**src/dssq_pkg.sv**
```systemverilog
package dssq_pkg;

   localparam int MODE_W  = 2;
   localparam int BYTE_W  = 8;
   localparam int COIL_W  = 4;
   localparam int DUTY_W  = 10;
   localparam int STEP_W  = 7;
   localparam int RATIO_W = 3;
   localparam int SPEED_W = 4;
   localparam int POS_W   = 2;

   // item kinds on the request channel
   typedef enum logic [MODE_W-1:0] {
      MODE_ADDR = 2'd0,
      MODE_DATA = 2'd1,
      MODE_TICK = 2'd2
   } mode_type;

   // command frame capture
   typedef enum logic [2:0] {
      FRAME_FIRST  = 3'b001,
      FRAME_SECOND = 3'b010,
      FRAME_DONE   = 3'b100
   } frame_type;

   typedef struct packed {
      logic [MODE_W-1:0] mode;
      logic [BYTE_W-1:0] data_byte;
   } item_type;

   typedef struct packed {
      logic [COIL_W-1:0] coils_a;
      logic [COIL_W-1:0] coils_b;
      logic              idle_flag;
      logic [DUTY_W-1:0] pwm_duty;
   } result_type;

   localparam logic [DUTY_W-1:0] DUTY_OFF  = 10'd0;
   localparam logic [DUTY_W-1:0] DUTY_MID  = 10'd1000;
   localparam logic [DUTY_W-1:0] DUTY_FULL = 10'd1023;

   // coil pattern for a motor position
   function automatic logic [COIL_W-1:0] phase_pattern(input logic [POS_W-1:0] pos);
      logic [COIL_W-1:0] pat;
      case (pos)
         2'd0:    pat = 4'b0001;
         2'd1:    pat = 4'b0100;
         2'd2:    pat = 4'b0010;
         default: pat = 4'b1000;
      endcase
      return pat;
   endfunction

   // timer reload for a speed code
   function automatic logic [BYTE_W-1:0] speed_reload(input logic [SPEED_W-1:0] code);
      logic [BYTE_W-1:0] val;
      case (code)
         4'd0:    val = 8'd0;
         4'd1:    val = 8'd105;
         4'd2:    val = 8'd150;
         4'd3:    val = 8'd173;
         4'd4:    val = 8'd195;
         4'd5:    val = 8'd202;
         4'd6:    val = 8'd210;
         4'd7:    val = 8'd214;
         4'd8:    val = 8'd218;
         4'd9:    val = 8'd222;
         4'd10:   val = 8'd227;
         4'd11:   val = 8'd228;
         4'd12:   val = 8'd230;
         4'd13:   val = 8'd231;
         4'd14:   val = 8'd232;
         default: val = 8'd233;
      endcase
      return val;
   endfunction

   // PWM duty for a speed code
   function automatic logic [DUTY_W-1:0] speed_duty(input logic [SPEED_W-1:0] code);
      logic [DUTY_W-1:0] val;
      case (code)
         4'd0, 4'd1: val = DUTY_OFF;
         4'd2:       val = DUTY_MID;
         default:    val = DUTY_FULL;
      endcase
      return val;
   endfunction

endpackage

```
**src/dssq_req_if.sv**
```systemverilog
interface dssq_req_if;
   import dssq_pkg::*;

   logic              valid;
   logic              ready;
   logic [MODE_W-1:0] mode;
   logic [BYTE_W-1:0] data_byte;

   modport source (output valid, output mode, output data_byte, input ready);
   modport sink   (input valid, input mode, input data_byte, output ready);
endinterface

```
**src/dssq_rsp_if.sv**
```systemverilog
interface dssq_rsp_if;
   import dssq_pkg::*;

   logic              valid;
   logic              ready;
   logic [COIL_W-1:0] coils_a;
   logic [COIL_W-1:0] coils_b;
   logic              idle_flag;
   logic [DUTY_W-1:0] pwm_duty;

   modport source (output valid, output coils_a, output coils_b, output idle_flag,
                   output pwm_duty, input ready);
   modport sink   (input valid, input coils_a, input coils_b, input idle_flag,
                   input pwm_duty, output ready);
endinterface

```
**src/dssq_core.sv**
```systemverilog
module dssq_core (
   input  logic                 clock,
   input  logic                 reset,
   input  logic                 advance,
   input  dssq_pkg::item_type   item,
   output dssq_pkg::result_type result
);
   import dssq_pkg::*;

   frame_type          frame_ff, frame_in;
   logic [BYTE_W-1:0]  first_ff, first_in;
   logic               master_a_ff, master_a_in;
   logic [STEP_W-1:0]  steps_ff, steps_in;
   logic               reverse_ff, reverse_in;
   logic [RATIO_W-1:0] ratio_ff, ratio_in;
   logic [RATIO_W-1:0] ratio_cnt_ff, ratio_cnt_in;
   logic [BYTE_W-1:0]  reload_ff, reload_in;
   logic [BYTE_W-1:0]  timer_ff, timer_in;
   logic               running_ff, running_in;
   logic [POS_W-1:0]   pos_a_ff, pos_a_in;
   logic [POS_W-1:0]   pos_b_ff, pos_b_in;
   logic [COIL_W-1:0]  drive_a_ff, drive_a_in;
   logic [COIL_W-1:0]  drive_b_ff, drive_b_in;
   logic               idle_ff, idle_in;
   logic [DUTY_W-1:0]  duty_ff, duty_in;

   logic [SPEED_W-1:0] speed;
   logic [BYTE_W-1:0]  timer_inc;
   logic [RATIO_W-1:0] ratio_dec;
   logic               move_a, move_b, back_a, back_b;

   assign speed     = item.data_byte[SPEED_W-1:0];
   assign timer_inc = timer_ff + 1'b1;
   assign ratio_dec = ratio_cnt_ff - 1'b1;

   // decide which motors move and which way on an overflow
   always_comb begin
      if (ratio_ff == '0) begin
         // pivot: master goes the commanded way, slave the other way
         move_a = 1'b1;
         move_b = 1'b1;
         back_a = master_a_ff ? reverse_ff : !reverse_ff;
         back_b = master_a_ff ? !reverse_ff : reverse_ff;
      end else begin
         move_a = master_a_ff || (ratio_dec == '0);
         move_b = !master_a_ff || (ratio_dec == '0);
         back_a = reverse_ff;
         back_b = reverse_ff;
      end
   end

   // next state for the item at the head of the pipe
   always_comb begin
      frame_in     = frame_ff;
      first_in     = first_ff;
      master_a_in  = master_a_ff;
      steps_in     = steps_ff;
      reverse_in   = reverse_ff;
      ratio_in     = ratio_ff;
      ratio_cnt_in = ratio_cnt_ff;
      reload_in    = reload_ff;
      timer_in     = timer_ff;
      running_in   = running_ff;
      pos_a_in     = pos_a_ff;
      pos_b_in     = pos_b_ff;
      drive_a_in   = drive_a_ff;
      drive_b_in   = drive_b_ff;
      idle_in      = idle_ff;
      duty_in      = duty_ff;

      unique case (mode_type'(item.mode))
         MODE_ADDR: begin
            frame_in = FRAME_FIRST;
         end
         MODE_DATA: begin
            unique case (frame_ff)
               FRAME_FIRST: begin
                  first_in = item.data_byte;
                  frame_in = FRAME_SECOND;
               end
               FRAME_SECOND: begin
                  // second byte completes the command
                  frame_in     = FRAME_DONE;
                  master_a_in  = first_ff[BYTE_W-1];
                  steps_in     = first_ff[STEP_W-1:0];
                  reverse_in   = item.data_byte[BYTE_W-1];
                  ratio_in     = item.data_byte[SPEED_W +: RATIO_W];
                  ratio_cnt_in = item.data_byte[SPEED_W +: RATIO_W];
                  reload_in    = speed_reload(speed);
                  duty_in      = speed_duty(speed);
                  if (first_ff[STEP_W-1:0] != '0) begin
                     running_in = 1'b1;
                     idle_in    = 1'b0;
                     timer_in   = speed_reload(speed);
                  end else begin
                     // zero steps: stop and release the coils
                     running_in = 1'b0;
                     idle_in    = 1'b1;
                     drive_a_in = '0;
                     drive_b_in = '0;
                  end
               end
               default: begin
                  // frame complete: drop extra bytes
               end
            endcase
         end
         MODE_TICK: begin
            if (running_ff) begin
               if (timer_inc == '0) begin
                  timer_in = reload_ff;
                  if (ratio_ff != '0) begin
                     ratio_cnt_in = (ratio_dec == '0) ? ratio_ff : ratio_dec;
                  end
                  if (move_a) begin
                     pos_a_in   = back_a ? pos_a_ff - 1'b1 : pos_a_ff + 1'b1;
                     drive_a_in = phase_pattern(pos_a_in);
                  end
                  if (move_b) begin
                     pos_b_in   = back_b ? pos_b_ff - 1'b1 : pos_b_ff + 1'b1;
                     drive_b_in = phase_pattern(pos_b_in);
                  end
                  steps_in = steps_ff - 1'b1;
                  if (steps_in == '0) begin
                     running_in = 1'b0;
                     idle_in    = 1'b1;
                  end
               end else begin
                  timer_in = timer_inc;
               end
            end
         end
         default: begin
            // unused mode: hold
         end
      endcase
   end

   // update state once per item
   always_ff @(posedge clock) begin
      if (reset) begin
         frame_ff     <= FRAME_FIRST;
         first_ff     <= '0;
         master_a_ff  <= 1'b0;
         steps_ff     <= '0;
         reverse_ff   <= 1'b0;
         ratio_ff     <= '0;
         ratio_cnt_ff <= '0;
         reload_ff    <= '0;
         timer_ff     <= '0;
         running_ff   <= 1'b0;
         pos_a_ff     <= '0;
         pos_b_ff     <= '0;
         drive_a_ff   <= '0;
         drive_b_ff   <= '0;
         idle_ff      <= 1'b1;
         duty_ff      <= '0;
      end else if (advance) begin
         frame_ff     <= frame_in;
         first_ff     <= first_in;
         master_a_ff  <= master_a_in;
         steps_ff     <= steps_in;
         reverse_ff   <= reverse_in;
         ratio_ff     <= ratio_in;
         ratio_cnt_ff <= ratio_cnt_in;
         reload_ff    <= reload_in;
         timer_ff     <= timer_in;
         running_ff   <= running_in;
         pos_a_ff     <= pos_a_in;
         pos_b_ff     <= pos_b_in;
         drive_a_ff   <= drive_a_in;
         drive_b_ff   <= drive_b_in;
         idle_ff      <= idle_in;
         duty_ff      <= duty_in;
      end
   end

   assign result.coils_a   = drive_a_ff;
   assign result.coils_b   = drive_b_ff;
   assign result.idle_flag = idle_ff;
   assign result.pwm_duty  = duty_ff;

   // idle is exactly the absence of motion
   a_idle_running: assert property (@(posedge clock) disable iff (reset)
      idle_ff == !running_ff)
      else $error("idle flag disagrees with run state");

   // motion always has steps left to take
   a_run_steps: assert property (@(posedge clock) disable iff (reset)
      running_ff |-> (steps_ff != '0))
      else $error("running with zero steps left");

   // at most one coil energized per motor
   a_coils_onehot: assert property (@(posedge clock) disable iff (reset)
      $onehot0(drive_a_ff) && $onehot0(drive_b_ff))
      else $error("more than one coil driven");

   // slave divider stays within one to the ratio
   a_ratio_range: assert property (@(posedge clock) disable iff (reset)
      (ratio_ff != '0) |-> (ratio_cnt_ff != '0) && (ratio_cnt_ff <= ratio_ff))
      else $error("ratio counter out of range");

   // state holds between items
   a_hold: assert property (@(posedge clock) disable iff (reset)
      !advance |=> $stable(timer_ff) && $stable(steps_ff) && $stable(pos_a_ff))
      else $error("state changed without an item");
endmodule

```
**src/dual_stepper_motion_sequencer_top.sv**
```systemverilog
// Dual stepper motion sequencer. Each request beat is an address byte, a
// data byte or one prescaled timer tick; every beat yields exactly one
// response beat carrying both motors' coil drive, the idle flag and the PWM
// duty as they stand after that beat. Two data bytes after an address byte
// form a motion command (master, step count, direction, turn ratio, speed
// code); ticks run an 8-bit timer; each overflow steps the master, and the slave as the ratio allows.
// The block takes one beat per clock: a request register feeds the update
// logic, and the motion state registers themselves form the response
// register, so the response to a beat passes through the request register
// and then the motion state registers before it reaches the response port,
// and a new beat is taken every cycle as long as responses drain.
module dual_stepper_motion_sequencer_top (
   input  logic       clock,
   input  logic       reset,
   dssq_req_if.sink   req_ch,
   dssq_rsp_if.source rsp_ch
);
   import dssq_pkg::*;

   logic       in_valid_ff, in_valid_in;
   item_type   in_item_ff;
   logic       out_valid_ff, out_valid_in;
   logic       advance;
   logic       req_take;
   result_type result;

   // move the held beat into the state when the response slot frees up
   assign advance      = in_valid_ff && (!out_valid_ff || rsp_ch.ready);
   assign req_ch.ready = !in_valid_ff || advance;
   assign req_take     = req_ch.valid && req_ch.ready;
   assign in_valid_in  = req_take || (in_valid_ff && !advance);
   assign out_valid_in = advance || (out_valid_ff && !rsp_ch.ready);

   always_ff @(posedge clock) begin
      if (reset) begin
         in_valid_ff  <= 1'b0;
         out_valid_ff <= 1'b0;
      end else begin
         in_valid_ff  <= in_valid_in;
         out_valid_ff <= out_valid_in;
      end
   end

   // capture the request payload
   always_ff @(posedge clock) begin
      if (req_take) begin
         in_item_ff.mode      <= req_ch.mode;
         in_item_ff.data_byte <= req_ch.data_byte;
      end
   end

   dssq_core u_core (
      .clock   (clock),
      .reset   (reset),
      .advance (advance),
      .item    (in_item_ff),
      .result  (result)
   );

   assign rsp_ch.valid     = out_valid_ff;
   assign rsp_ch.coils_a   = result.coils_a;
   assign rsp_ch.coils_b   = result.coils_b;
   assign rsp_ch.idle_flag = result.idle_flag;
   assign rsp_ch.pwm_duty  = result.pwm_duty;
endmodule

```
**src/flat_wrapper.sv**
```systemverilog
// flat-port wrapper written by rule: the top's interface ports become plain ports
module dual_stepper_motion_sequencer_top_flat import dssq_pkg::*;
  (clock, reset, req_ch_valid, req_ch_mode, req_ch_data_byte, req_ch_ready, rsp_ch_valid, rsp_ch_coils_a, rsp_ch_coils_b, rsp_ch_idle_flag, rsp_ch_pwm_duty, rsp_ch_ready);
  dssq_req_if req_ch_i ();
  dssq_rsp_if rsp_ch_i ();
  input  logic clock;
  input  logic reset;
  input wire logic [$bits(req_ch_i.valid)-1:0] req_ch_valid;
  input wire logic [$bits(req_ch_i.mode)-1:0] req_ch_mode;
  input wire logic [$bits(req_ch_i.data_byte)-1:0] req_ch_data_byte;
  output wire logic [$bits(req_ch_i.ready)-1:0] req_ch_ready;
  output wire logic [$bits(rsp_ch_i.valid)-1:0] rsp_ch_valid;
  output wire logic [$bits(rsp_ch_i.coils_a)-1:0] rsp_ch_coils_a;
  output wire logic [$bits(rsp_ch_i.coils_b)-1:0] rsp_ch_coils_b;
  output wire logic [$bits(rsp_ch_i.idle_flag)-1:0] rsp_ch_idle_flag;
  output wire logic [$bits(rsp_ch_i.pwm_duty)-1:0] rsp_ch_pwm_duty;
  input wire logic [$bits(rsp_ch_i.ready)-1:0] rsp_ch_ready;
  assign req_ch_i.valid = req_ch_valid;
  assign req_ch_i.mode = req_ch_mode;
  assign req_ch_i.data_byte = req_ch_data_byte;
  assign req_ch_ready = req_ch_i.ready;
  assign rsp_ch_valid = rsp_ch_i.valid;
  assign rsp_ch_coils_a = rsp_ch_i.coils_a;
  assign rsp_ch_coils_b = rsp_ch_i.coils_b;
  assign rsp_ch_idle_flag = rsp_ch_i.idle_flag;
  assign rsp_ch_pwm_duty = rsp_ch_i.pwm_duty;
  assign rsp_ch_i.ready = rsp_ch_ready;
  dual_stepper_motion_sequencer_top u_core (.clock(clock), .reset(reset), .req_ch(req_ch_i), .rsp_ch(rsp_ch_i));
endmodule
```
**config.mk**
```make
export PLATFORM = sky130hd
export DESIGN_NAME = dual_stepper_motion_sequencer_top_flat
export DESIGN_NICKNAME = d
export VERILOG_FILES = /design/src/dssq_pkg.sv /design/src/dssq_req_if.sv /design/src/dssq_rsp_if.sv /design/src/dssq_core.sv /design/src/dual_stepper_motion_sequencer_top.sv /design/src/flat_wrapper.sv
export SDC_FILE = /design/constraint.sdc
export NUM_CORES = 1
export LEC_CHECK = 0
export ABC_AREA = 0
export BUFFER_PORTS_ARGS = -buffer_cell sky130_fd_sc_hd__buf_2
export CAP_MARGIN = 15
export CORE_MARGIN = 10
export CORE_UTILIZATION = 58
export DETAILED_ROUTE_END_ITERATION = 10
export HOLD_SLACK_MARGIN = 0.12
export PLACE_DENSITY = 0.78
export SLEW_MARGIN = 10
export SYNTH_ARGS = -nofsm -noshare
export SYNTH_HDL_FRONTEND = slang
export SYNTH_HIERARCHICAL = 1
export SYNTH_SLANG_ARGS = --single-unit
```
**constraint.sdc**
```tcl
create_clock -name clock -period 2 [get_ports clock]
set_input_delay 0.1 -clock clock [delete_from_list [all_inputs] [get_ports clock]]
set_output_delay 0.1 -clock clock [all_outputs]
set_load 0.05 [all_outputs]
```
== Yosys cells after proc, flatten, opt, wreduce, memory -nomap -nowiden ==
Memory sizes are Yosys's and may differ from the RTL's. A register that Yosys moved wholly into a read port is not among the register bits.
Index checks and enable logic that the tools add are counted.

* Bits in registers: 70
* Bits in read-only memories: 256
* Input bits: 14
* Output and inout bits: 21
* Logic and storage cells: 140
* Memories kept: 2

* $add $sub $neg: 7
* Equality and inequality tests: 20
* Multiplexer cells: 51
* Reduce and logical (&&, ||, !) cells: 41

{| class="wikitable"
|+ Memories
! memory !! words !! width !! rd ports !! clocked after Yosys merged registers in !! write ports !! line !! RTL
|-
| (name not given) || 16 || 8 || 1 || 1 || 0 || dssq_pkg.sv:57 || <nowiki>case (code)</nowiki>
|-
| (name not given) || 16 || 8 || 1 || 1 || 0 || dssq_pkg.sv:57 ||
|}

{| class="wikitable"
|+ Operators by type and width
! cell !! number
|-
| 4-bit 2-to-1 mux || 9
|-
| 8-bit 2-to-1 mux || 4
|-
| 4-bit case mux with 3 select lines || 2
|-
| 7-bit 2-to-1 mux || 3
|-
| 10-bit case mux with 2 select lines || 1
|-
| 5-bit AND reduction || 4
|-
| 2-bit != test (second input constant) || 9
|-
| 3-bit case mux with 2 select lines || 3
|-
| 1-bit 2-to-1 mux || 16
|-
| 4-bit case mux with 2 select lines || 2
|-
| 8-bit case mux with 2 select lines || 1
|-
| 3-bit 2-to-1 mux || 5
|-
| 7-bit case mux with 2 select lines || 1
|-
| 7-bit AND reduction || 2
|-
| 3-bit AND reduction || 4
|-
| 6-bit AND reduction || 2
|-
| 8-bit by 1-bit adder with 8-bit output (second input constant) || 1
|-
| 8-bit zero test || 1
|-
| 7-bit zero test || 1
|-
| 7-bit nonzero test || 1
|-
| 7-bit by 1-bit subtractor with 7-bit output (second input constant) || 1
|-
| 2-bit by 1-bit == test with 1-bit output (second input constant) || 3
|-
| 2-bit == test (second input constant) || 3
|-
| 1-bit zero test || 6
|-
| 18 further kinds || 34
|}

== Logic depth before layout (Yosys ltp) ==
* Word-level depth: 10
* Depth in mapped cells: 9
* Depth with buffers taken out: 7

== Cells and area by module ==
The synthesis kept the hierarchy.

{| class="wikitable"
|+ Modules (own cells, without submodules)
! module !! instances !! cells an instance !! area an instance (um2) !! seq. area each (um2)
|-
| dssq_core || 1 || 413 || 3,474.6 || 1,161.1
|-
| dual_stepper_motion_sequencer_top || 1 || 20 || 404.1 || 340.3
|}

== Worst setup path before layout ==
No wires, ideal clock.

* Path kind: register to register
* Start: register u_core.out_valid_ff (netlist: u_core/rsp_ch.valid)
* End: register u_core.u_core.timer_ff[5]
* Setup time: 0.092 ns
* Data arrival time: 2.130 ns
* Required time: 1.908 ns
* Setup slack: -0.223 ns
* Cell stages (with the launch flop): 10
* Path buffers: 2
* Clock period less this slack: 2.223 ns
* Cell sequence: dfxtp_1 nand2b_1 and2_2 and4b_1 buf_4 a21oi_1 a21oi_2 buf_4 a21boi_0 o32ai_1

* Cells in the longest elaborated chain, start to end: 4

{| class="wikitable"
|+ Ends and longest elaborated chain
! item !! line !! RTL
|-
| start: declaration || dual_stepper_motion_sequencer_top.sv:22 || <nowiki>logic out_valid_ff, out_valid_in;</nowiki>
|-
| start signal: assignment || dual_stepper_motion_sequencer_top.sv:40 || <nowiki>out_valid_ff <= out_valid_in;</nowiki>
|-
| 1-bit zero test || dual_stepper_motion_sequencer_top.sv:28 || <nowiki>assign advance = in_valid_ff && (!out_valid_ff || rsp_ch.ready);</nowiki>
|-
| 1-bit logical OR || dual_stepper_motion_sequencer_top.sv:28 ||
|-
| 1-bit logical AND || dual_stepper_motion_sequencer_top.sv:28 ||
|-
| net u_core.advance || dual_stepper_motion_sequencer_top.sv:23 || <nowiki>logic advance;</nowiki>
|-
| 5-bit AND reduction (no source line) || n/a ||
|-
| end signal: assignment || dssq_core.sv:167 || <nowiki>timer_ff <= timer_in;</nowiki>
|-
| end: declaration || dssq_core.sv:18 || <nowiki>logic [BYTE_W-1:0] timer_ff, timer_in;</nowiki>
|}

The timed path passes the listed nets, and every way through them passes these cells.
A chain may end at the register's enable or synchronous reset.

== Worst setup path after layout ==
* Start: input port rsp_ch_ready
* End: register u_core.u_core.steps_ff[6]

* Cells in the longest elaborated chain, start to end: 3

{| class="wikitable"
|+ Ends and longest elaborated chain
! item !! line !! RTL
|-
| start: declaration || flat_wrapper.sv:17 || <nowiki>input wire logic [$bits(rsp_ch_i.ready)-1:0] rsp_ch_ready;</nowiki>
|-
| 1-bit logical OR || dual_stepper_motion_sequencer_top.sv:28 ||
|-
| 1-bit logical AND || dual_stepper_motion_sequencer_top.sv:28 ||
|-
| net u_core.advance || dual_stepper_motion_sequencer_top.sv:23 ||
|-
| 5-bit AND reduction (no source line) || n/a ||
|-
| end signal: assignment || dssq_core.sv:162 || <nowiki>steps_ff <= steps_in;</nowiki>
|-
| end: declaration || dssq_core.sv:13 || <nowiki>logic [STEP_W-1:0] steps_ff, steps_in;</nowiki>
|}

The timed path passes the listed nets, and every way through them passes these cells.

==> impl_metrics.env <==
export IMPL_postLayoutCellArea_um2=4550
export IMPL_cts_buffer_depth=2
export IMPL_antenna_found_initial=0
export IMPL_coreArea_um2=6420
export IMPL_rsz0062_at_grt="false"
export IMPL_critical_path_class="in -> reg"
export IMPL_yosysUniqueCellTypes=74
export IMPL_place_congestion=0.925
export IMPL_die_area_um2=10400
export IMPL_dp_slack_ps=90.1
export IMPL_cts_tree="built"
export IMPL_worst_skew_pair_late_latency_ps=350
export IMPL_die_height_um=102
export IMPL_die_w_um=102
export IMPL_grt_pass1_wl_mm=15.8
export IMPL_yosysMostFrequentCell="dfxtp_1"
export IMPL_netlist_area_leader_share_pct=31.0
export IMPL_cp_arrival_ps=2130
export IMPL_grt_pass1_vias=3313
export IMPL_root_buffer="clkbuf_8"
export IMPL_powerDensity_nw_per_um2=651
export IMPL_viasPerCell=6.06
export IMPL_synth_top_flop_cell="dfxtp_1"
export IMPL_dp_hpwl_mm=6.54
export IMPL_ant_nets=0
export IMPL_p_total_mw=2.96
export IMPL_max_freq_mhz=524
export IMPL_path_clk_slew_ps=70
export IMPL_critical_path_max_fanout=6
export IMPL_drtIter0Drc=309
export IMPL_worstSetupStartpointType="input pin"
export IMPL_grt_ovfl_total=0
export IMPL_synth_enable_flop_cells=10
export IMPL_drc=0
export IMPL_drive_above_1_share_pct=21.1
export IMPL_crit_path_start="rsp_ch_ready"
export IMPL_layout_setup_ws_ps=91.1
export IMPL_cp_required_ps=2220
export IMPL_min_period_over_period_pct=95.4
export IMPL_synth_nets=462
export IMPL_hold_class="in -> reg"
export IMPL_wire_per_inst_um=16.6
export IMPL_routed_wl_mm=9.41
export IMPL_crit_end="u_core/u_core/steps_ff[6]"
export IMPL_status="finished clean"
export IMPL_num_vias=3424
export IMPL_end_kind="flip-flop"
export IMPL_rr_worst_depth=6
export IMPL_ioPinCount=35
export IMPL_relSlewSlack_pct=64.9
export IMPL_clock_sinks=70
export IMPL_async_flop_share_pct=0
export IMPL_fin_tns_setup_ps=0
export IMPL_syn_avg_cell_area_um2=8.96
export IMPL_yosys_top_cells_area="dfxtp_1 (31%), edfxtp_1 (7.7%), nor2_1 (5.0%)"
export IMPL_nets=512
export IMPL_grt_max_degree=54
export IMPL_r2r_start="u_core/u_core/first_ff[3]"
export IMPL_place_area_um2=4170
export IMPL_slew_viol_final=0
export IMPL_final_setup_viol_count=0
export IMPL_rows=29
export IMPL_cap_violations=0
export IMPL_synth_warnings=6
export IMPL_numPortBuffers=34
export IMPL_netlist_area_um2=3880
export IMPL_synthCells=433
export IMPL_start_util_pct=60.4
export IMPL_syn_to_final_growth_pct=17.4
export IMPL_r2r_end="u_core/u_core/drive_b_ff[3]"
export IMPL_yosysTopAreaCell="dfxtp_1"
export IMPL_fin_crit_ps=1910
export IMPL_vdd_drop_max_v=0.000511
export IMPL_p_leak_nw=1.78
export IMPL_ctsHtreeMaxLevel=3
export IMPL_hold_viol=0
export IMPL_dr_pass1_iters=5
export IMPL_tightest_slew_ps=521
export IMPL_cts_buffers=9
export IMPL_synth_seq_cells=70
export IMPL_reg2reg_slack_ps=100
export IMPL_clock_skew_ps=4.63
export IMPL_grt_usage_pct=18.7
export IMPL_synthTopCellsByCount="dfxtp_1 (60), nor2_1 (52), nand2_1 (42)"
export IMPL_n_antenna_cell=0
export IMPL_seq_area_frac_synth_pct=38.7
-- final cells by class --
class	count	area (µm²)
Tap cell	77	96.3
Clock buffer	14	194
Multi-Input combinational cell	307	2120
Fill cell	499	1870
Sequential cell	70	1510
Timing Repair Buffer	74	528
Clock inverter	2	35.0
Inverter	21	78.8
-- how the worst min path moves through the flow --
stage                                    from                         to  slack (ps)  depth (start not counted)
after floorplan                         reset        u_core/rsp_ch.valid         160                          1
after global placement    req_ch_data_byte[3]       u_core/in_item_ff[3]         280                          1
after detailed placement  req_ch_data_byte[3]       u_core/in_item_ff[3]         280                          1
after CTS                               reset  u_core/u_core/pos_b_ff[1]         230                          3
after global routing                    reset  u_core/u_core/first_ff[6]         260                          3
final                                   reset  u_core/u_core/pos_b_ff[1]         230                          3
-- sequential cells by signal, indices dropped and copies added, names as in the netlist, 4 cells and up --
signal,flops
u_core/u_core/timer_ff,8
u_core/in_item_ff,10
u_core/u_core/drive_a_ff,4
u_core/u_core/steps_ff,7
u_core/u_core/reload_ff,8
u_core/u_core/drive_b_ff,4
u_core/u_core/first_ff,8
-- critical path, stage by stage --
cell and delay (ps):
dlygate4sd3_1 530, buf_2 120, nand2b_1 140, and2_2 240
nand2b_1 180, nor2_1 140, and3_1 220, a2111oi_0 350
a211oi_1 90
-- per-stage QoR --
step                      cells  hold WS [ps]  util [%]
after floorplan             433           159         -
after global placement      536           277      65.0
after detailed placement    536           279      65.0
after CTS                   565           227      70.5
after global routing        565           256      70.9
final                       565           234      70.9
-- where the power goes --
group	internal [mW]	leakage [nW]	switching (mW)	total, mW
clock	0.753	0.118	0.535	1.29
sequential	1.45	0.582	0.0268	1.47
combinational	0.0860	1.08	0.116	0.202
total	2.29	1.78	0.678	2.96
-- logic make-up (layout without fill, tap and decap cells) --
family / Yosys count / count (layout) / share of synthesized area [%]
simple gates: 156 / 156 / 20.5
xor+xnor: 14 / 14 / 3.16
compound gates: 110 / 110 / 22.3
fa+ha+maj: 16 / 16 / 5.10
mux: 11 / 11 / 2.87
flops: 70 / 70 / 38.7
buf+inv: 56 / 111 / 7.32
-- placed cells by master (no fill, tap or decap), types with 3 or more instances in the layout --
master,instances
nor2b_1,5
edfxtp_1,10
buf_2,34
nor3_1,9
a211oi_1,14
o2111a_1,3
nor2_1,52
o32ai_1,3
xnor2_1,11
or3_1,3
buf_4,25
a21oi_2,5
ha_1,15
a211o_1,4
nand4_1,9
dlygate4sd3_1,13
clkbuf_8,12
o21ai_0,7
o21ai_2,3
a31oi_1,5
inv_1,19
xor2_1,3
mux2i_1,10
o221ai_1,3
a21oi_1,22
nand2_1,41
nand3_1,5
o2bb2ai_1,9
nand2b_1,4
o211ai_1,6
dfxtp_1,59
and3_1,5
a311oi_1,6
-- routing by layer --
| metal | global-route usage (%) | routed length, µm | vias to the layer above |
|---|---|---|---|
| li1 | - | - | 1658 |
| met1 | 24.8 | 4190 | 1596 |
| met2 | 29.4 | 4350 | 143 |
| met3 | 3.40 | 668 | 27 |
| met4 | 7.26 | 206 | 0 |
| met5 | 0 | 0 | - |
-- repair_timing --
| item | in CTS | in global routing |
|---|---|---|
| hold endpoints to repair | 12 | 0 |
| endpoints found under the setup margin | 0 | 14 |
| setup buffers | 0 | 0 |
| gates resized for setup | 0 | 8 |
| hold buffers | 13 | 0 |
(Power assumes the default switching activity.)
